`src/rtl/hufd_pkg.sv`:
```
// Shared types and constants for the Huffman tree-walk decoder.
// Depends on nothing; imported by every module under rtl.
package hufd_pkg;

  localparam int unsigned NODE_COUNT    = 512;
  localparam int unsigned IDX_W         = 9;
  localparam int unsigned SYM_W         = 8;
  localparam int unsigned ADDR_W        = $clog2(NODE_COUNT);
  localparam int unsigned BITS_PER_BYTE = 8;
  localparam int unsigned TOP_BIT       = 7;
  localparam int unsigned CNT_W         = $clog2(BITS_PER_BYTE + 1);

  localparam logic CMD_WRITE  = 1'b0;
  localparam logic CMD_DECODE = 1'b1;

  typedef struct packed {
    logic [IDX_W-1:0] left;
    logic [IDX_W-1:0] right;
    logic             leaf;
    logic [SYM_W-1:0] sym;
  } node_t;

  typedef struct packed {
    logic cfg_wr;
    logic wr_node;
    logic load_byte;
    logic fetch_cur;
    logic step;
    logic take_leaf;
    logic fetch_root;
    logic flush;
  } cmd_t;

  typedef struct packed {
    logic leaf;
    logic bits_done;
    logic out_free;
    logic pend_valid;
  } status_t;

endpackage

```
`src/rtl/hufd_ctrl.sv`:
```
// Controller of the Huffman decoder: sequences root writes, node writes and the
// bit-by-bit tree walk. Depends on hufd_pkg.
module hufd_ctrl (
  input  logic                clk_i,
  input  logic                rst_ni,
  input  logic                in_valid_i,
  output logic                in_ready_o,
  input  logic                command_i,
  input  logic                cfg_valid_i,
  output logic                cfg_ready_o,
  output hufd_pkg::cmd_t      cmd_o,
  input  hufd_pkg::status_t   status_i
);
  import hufd_pkg::*;

  localparam logic [1:0] ST_IDLE  = 2'd0;
  localparam logic [1:0] ST_HERE  = 2'd1;
  localparam logic [1:0] ST_CHECK = 2'd2;
  localparam logic [1:0] ST_FLUSH = 2'd3;

  logic [1:0] state_q, state_d;
  logic       stall;

  assign stall = status_i.pend_valid & ~status_i.out_free;

  always_comb begin
    state_d     = state_q;
    cmd_o       = '0;
    in_ready_o  = 1'b0;
    cfg_ready_o = 1'b0;
    case (state_q)
      ST_IDLE: begin
        cfg_ready_o   = 1'b1;
        in_ready_o    = ~cfg_valid_i;
        cmd_o.cfg_wr  = cfg_valid_i;
        if (in_valid_i && !cfg_valid_i) begin
          if (command_i == CMD_WRITE) begin
            cmd_o.wr_node = 1'b1;
          end else begin
            cmd_o.load_byte = 1'b1;
            cmd_o.fetch_cur = 1'b1;
            state_d         = ST_HERE;
          end
        end
      end
      ST_HERE: begin
        cmd_o.step = 1'b1;
        state_d    = ST_CHECK;
      end
      ST_CHECK: begin
        if (status_i.leaf) begin
          if (!stall) begin
            cmd_o.take_leaf = 1'b1;
            if (status_i.bits_done) begin
              state_d = ST_FLUSH;
            end else begin
              cmd_o.fetch_root = 1'b1;
              state_d          = ST_HERE;
            end
          end
        end else if (status_i.bits_done) begin
          state_d = ST_FLUSH;
        end else begin
          cmd_o.step = 1'b1;
        end
      end
      ST_FLUSH: begin
        if (!status_i.pend_valid) begin
          state_d = ST_IDLE;
        end else if (status_i.out_free) begin
          cmd_o.flush = 1'b1;
          state_d     = ST_IDLE;
        end
      end
      default: begin
        state_d = ST_IDLE;
      end
    endcase
  end

  always_ff @(posedge clk_i or negedge rst_ni) begin
    if (!rst_ni) begin
      state_q <= ST_IDLE;
    end else begin
      state_q <= state_d;
    end
  end

  a_no_ninth_bit : assert property (@(posedge clk_i) disable iff (!rst_ni)
    cmd_o.step |-> !status_i.bits_done)
    else $error("bit consumed after the byte was exhausted");

  a_cmd_exclusive : assert property (@(posedge clk_i) disable iff (!rst_ni)
    $onehot0({cmd_o.wr_node, cmd_o.fetch_cur, cmd_o.step, cmd_o.take_leaf, cmd_o.flush}))
    else $error("conflicting datapath commands");

  a_no_overwrite : assert property (@(posedge clk_i) disable iff (!rst_ni)
    (cmd_o.take_leaf && status_i.pend_valid) || cmd_o.flush |-> status_i.out_free)
    else $error("output register overwritten while held");

  a_flush_empties : assert property (@(posedge clk_i) disable iff (!rst_ni)
    state_q == ST_FLUSH && state_d == ST_IDLE |=> !status_i.pend_valid)
    else $error("pending symbol left behind at end of byte");

endmodule

```
`config.mk`:
```
export PLATFORM = sky130hd
export DESIGN_NAME = hufd_ctrl
export DESIGN_NICKNAME = d
export VERILOG_FILES = /design/src/rtl/hufd_pkg.sv /design/src/rtl/hufd_ctrl.sv
export SDC_FILE = /design/constraint.sdc
export NUM_CORES = 1
export LEC_CHECK = 0
export BUFFER_PORTS_ARGS = -buffer_cell sky130_fd_sc_hd__buf_2
export CAP_MARGIN = 5
export CELL_PAD_IN_SITES_DETAIL_PLACEMENT = 2
export CELL_PAD_IN_SITES_GLOBAL_PLACEMENT = 2
export CORE_ASPECT_RATIO = 1.1
export CORE_MARGIN = 10
export CORE_UTILIZATION = 17
export CTS_CLUSTER_DIAMETER = 100
export DETAILED_ROUTE_END_ITERATION = 16
export PLACE_DENSITY_LB_ADDON = 0.1
export SYNTH_ARGS = -nofsm -noshare
export SYNTH_HDL_FRONTEND = slang
export SYNTH_SLANG_ARGS = --single-unit
```
`constraint.sdc`:
```
create_clock -name clk_i -period 1.4 [get_ports clk_i]
set_clock_uncertainty 0.15 [all_clocks]
set_input_delay 0.28 -clock clk_i [delete_from_list [all_inputs] [get_ports clk_i]]
set_output_delay 0.28 -clock clk_i [all_outputs]
set_load 0.005 [all_outputs]
```
Yosys cells after proc, flatten, opt, wreduce, memory -nomap -nowiden
Index checks and enable logic that the tools add are counted.
{"block": "op_classes", "n_addsub": 0, "mul": 0, "n_div": 0, "n_lt_le_gt_ge": 0, "n_eq_ne": 8, "shift": 0, "n_mux": 24, "bitwise": 3, "reduce_logical": 4}
{"op": "two-way mux 2 bit", "n": 12}
{"op": "inequality test 3 bit (second input constant)", "n": 3}
{"op": "two-way mux 1 bit", "n": 8}
{"op": "one-hot mux 2 bit (4 select lines)", "n": 1}
{"op": "AND reduction 5 bit", "n": 1}
{"op": "equality test 2 bit (second input constant)", "n": 2}
{"op": "two-way mux 4 bit", "n": 1}
{"op": "inequality test 2 bit (second input constant)", "n": 2}
{"op": "two-way mux 3 bit", "n": 1}
{"op": "equality test 2 x 1 -> 1 bit (second input constant)", "n": 1}
{"op": "logical NOT 2 bit", "n": 1}
{"op": "NOT 1 bit", "n": 2}
{"op": "one-hot mux 1 bit (2 select lines)", "n": 1}
{"op": "AND 1 bit", "n": 1}
{"op": "logical AND 1 bit", "n": 1}
{"op": "logical NOT 1 bit", "n": 1}
{"block": "totals", "reg_bits": 2, "latch_bits": 0, "ramBits": 0, "rom_bits": 0, "inputBits": 9, "output_inout_bits": 10, "word_cells": 40, "mem_count": 0}

Depth between registers and ports, before layout
{"block": "logic_depth", "ltp_word": 5, "mapped_depth": 6, "ltp_nobuf": 6}

Worst setup path before layout
Ideal clock, no wire load.
{"block": "synth_timing", "path_type": "register to output", "startpoint": "register state_q[0]", "endpoint": "output port cmd_o[5] in the netlist's numbering", "t_arrival_ps": 1251, "t_required_ps": 970, "slack_ps": -281, "path_stages_with_launch": 6, "path_buffers": 1, "path_cell_list": "dfrtp_1 > inv_1 > ha_1 > nor2b_1 > and3_1 > buf_4"}
{"item": "start: declaration", "line": "hufd_ctrl.sv:21", "source": "logic [1:0] state_q, state_d;"}
{"item": "start signal: assignment", "line": "hufd_ctrl.sv:85", "source": "state_q <= state_d;"}
{"item": "end: declaration", "line": "hufd_ctrl.sv:11", "source": "output hufd_pkg::cmd_t cmd_o,"}

==> summary.md <==
| Metric | Value |
|---|---|
| Status | finished, violations left |
| Violated checks | negative setup slack |
| Footprint of the multi-input gates | 282 um^2 |
| DR vias/cell | roughly 4.4 |
| CTS root buffer | clkbuf_4 |
| Die width | between 50 and 60 um |
| Register area | roughly 50 um^2 |
| Max reg flops | 2 |
| Final WS setup | -361 ps |
| Slowest cell on crit path | dfrtp_2 |
| # fillers | 162 |
| Worst setup EP type | primary output |
| Post-synthesis cell count | 31 |
| Most used cell, CP | buf_6 |
| Worst path cell trace | buf_4 -> buf_6 -> ha_4 -> and3_4 -> buf_6 |
| Hold Crit Class | primary input to asynchronous set/reset pin |
| Grt ovf | 0 |
| CP Data Required Time | slightly below 1000 ps |
| Routed wire length per instance | 16.7 um |
| Largest net degree at the start of global routing | 5 |
| Synth Area per Inst | about 8.6 um^2 |
| Register name with the most flops | state_q |
| Grt met1 use | 7.08% |
| GRT Max-Usage Layer | met2 |
| First-pass GRT wire length | slightly below 2000 um |
| Period utilization | 126% |
| Routed Antenna Nets | 0 |
| RePlAce Congestion | about 0.74 |
| Crit path launch type | flip-flop |
| RSZ-0062 raised after global routing | true |
| Leak Pwr | between 0.3 and 0.4 nW |
| CTS max path bufs | 2 |
| Largest registers | state_q: 2 flops |
| Antenna violations before repair | 0 |
| Vert. Die Dim | 61.6 um |
| Slew margin rel. | between 80 and 90% |
| Worst vdd ir | 0.000695 V |
| Post-Syn Area | 268 um^2 |
| DR pass1 iterations | 3 |
| GRT met3 Usage | around 3.7% |
| Post-DP HPWL | 925 um |
| Non-Filler Cell Area, Final | ~650 um^2 |
| I/O pin count | 19 |
| Iter 0 DRT Violations | 2 |
| Drt total wl | 1390 um |
| DRC | 0 |
| Setup violators final | 12 |
| Power density over the cells | 1980 nW/um^2 |
| Clock sink count | 2 |
| Num CTS Buffers | 3 |
| Final hold violations | 0 |
| Area grow syn2layout | 141% |
| Hold Worst Slack | approximately 220 ps |
| Met2 Track Usage GR | 11.3% |
| Clock slew at reported path FFs | around 30 ps |
| Layout cell share with drive strength beyond 1 | 82.1% |
| Full die area | 3560 um^2 |
| CTS tree | yes |
| DR vias | around 370 |
| Antenna diodes | 0 |
| Port buffer count | 18 |
| Min Tclk post-route | between 1500 and 2000 ps |
| Max Cap Viol | 0 |
| YS warnings | 0 |
| Nets | 82 |
| Initial Util | between 10% and 20% |
| Crit path max fanout | 4 |
| WS Path Type | flip-flop to primary output |
| Gr usage total | under 10% |
| Yosys cell types | 20 |
| Post-synthesis sequential area ratio | 18.7% |
| Syn nets | between 40 and 50 |
| Row count | 14 |
| Clock latency on the worst-skew pair | 220 ps |
| Core ar. | ~1400 um^2 |
| Placed inst area | ~430 um^2 |
| CP Data Arrival Time | approximately 1300 ps |
| Place WS | -184 ps |
| Final Util | approximately 45% |
| Post-synthesis sequential element count | 2 |
| Vias in the first global route | around 420 |
| Max-slew violations | 0 |
| Worst-margin pin slew | ~250 ps |
| Max Freq | about 570 MHz |
| H-tree levels | 1 |
| CP peak stage delay | 440 ps |
[path summary, 6_finish.rpt]
check,depth (start not counted),startpoint,endpoint,slack (ps)
setup / recovery,5,state_q[1],cmd_o[0],-360
min in group clk_i,3,status_i[2],state_q[1],390
hold / removal,2,rst_ni,state_q[0],220
hold reg to reg,2,state_q[1],state_q[1],520
max in group asynchronous,2,rst_ni,state_q[1],770
setup reg to reg,8,state_q[1],state_q[1],-330
[worst max-delay path, delay by kind of cell (launching register included)]
kind	cells	cell delay [ps]
flip-flops	1	440
buffers and inverters	3	370
adder cells (fa/ha/maj)	1	150
AND/OR/NAND/NOR	1	140
[timing repair]
action / CTS / global route
hold buffers: 1 / 0
resized for setup: 19 / 5
endpoints found under the hold margin: 2 / 0
pin swaps: 3 / 3
setup buffers: 5 / 4
endpoints found under the setup margin: 12 / 12
[power breakdown]
group | leakage [nW] | internal, W | switching, W
sequential | 0.0229 | 0.0000934 | 0.0000393
clock | 0.0138 | 0.0000946 | 0.0000331
combinational | 0.274 | 0.000616 | 0.000399
[cell usage in the layout (no fill, tap or decap)]
cell type	synthesis	final
nor2_2	0	1
a31oi_2	1	1
ha_2	0	1
inv_2	0	2
dfrtp_2	0	1
nand2b_1	1	1
o21ai_0	1	1
nand2_1	1	1
dlygate4sd3_1	0	1
nor2b_4	0	2
dfrtp_1	2	1
ha_4	0	3
and2_1	1	1
nor3b_4	0	1
buf_2	0	13
a21oi_2	0	1
clkbuf_4	0	3
o21a_1	1	1
buf_4	1	11
or2_4	1	1
nor2_1	2	1
a2bb2oi_2	1	1
a21oi_1	2	1
and2_4	1	1
a31oi_1	1	1
and3_4	0	3
inv_1	3	1
buf_6	0	9
nand3b_1	1	1
[routing by layer]
layer  up-vias  share of wire [%]
met5         -                  0
met3         2                 10
met1       167                 41
met4         0                1.9
li1        179                  -
met2        18                 46
[metrics by stage]
step | cells | setup TNS [ps] | power, W
after detailed placement | 70 | -1380 | 0.000755
after CTS | 79 | -3530 | 0.00116
after floorplan | 31 | -627 | 0.000474
after global routing | 83 | -4460 | 0.00141
final | 83 | -3640 | 0.00128
after global placement | 70 | -1070 | 0.000742
[cell type report]
cell class	count	share of cell area, %
Clock buffer	3	3.49
Timing Repair Buffer	34	40.1
Sequential cell	2	7.95
Inverter	3	1.74
Tap cell	16	3.10
Multi-Input combinational cell	25	43.6
[synthesized netlist by cell type]
library cell	instances	area share [%]
nor2b_1	2	4.7
and3_1	3	7.0
a2bb2oi_2	1	5.6
nand3b_1	1	2.8
nor3b_2	1	4.7
a31oi_2	1	4.7
dfrtp_1	2	19
inv_1	3	4.2
ha_1	4	19
nor2_1	2	2.8
o21a_1	1	2.8
and2_1	1	2.3
and2_4	1	3.3
nand2b_1	1	2.3
a21oi_1	2	3.7
nand2_1	1	1.4
o21ai_0	1	1.9
buf_4	1	2.8
a31oi_1	1	2.3
or2_4	1	3.3
[cells by family after synthesis]
| kind of cell | Yosys count | share of synthesized area, % |
|---|---|---|
| adder cells (fa/ha/maj) | 4 | 18.7 |
| buffers and inverters | 4 | 7.01 |
| AO/OA/AOI/OAI | 7 | 21.0 |
| AND/OR/NAND/NOR | 14 | 34.6 |
| flip-flops | 2 | 18.7 |
(Power assumes the default switching activity.)
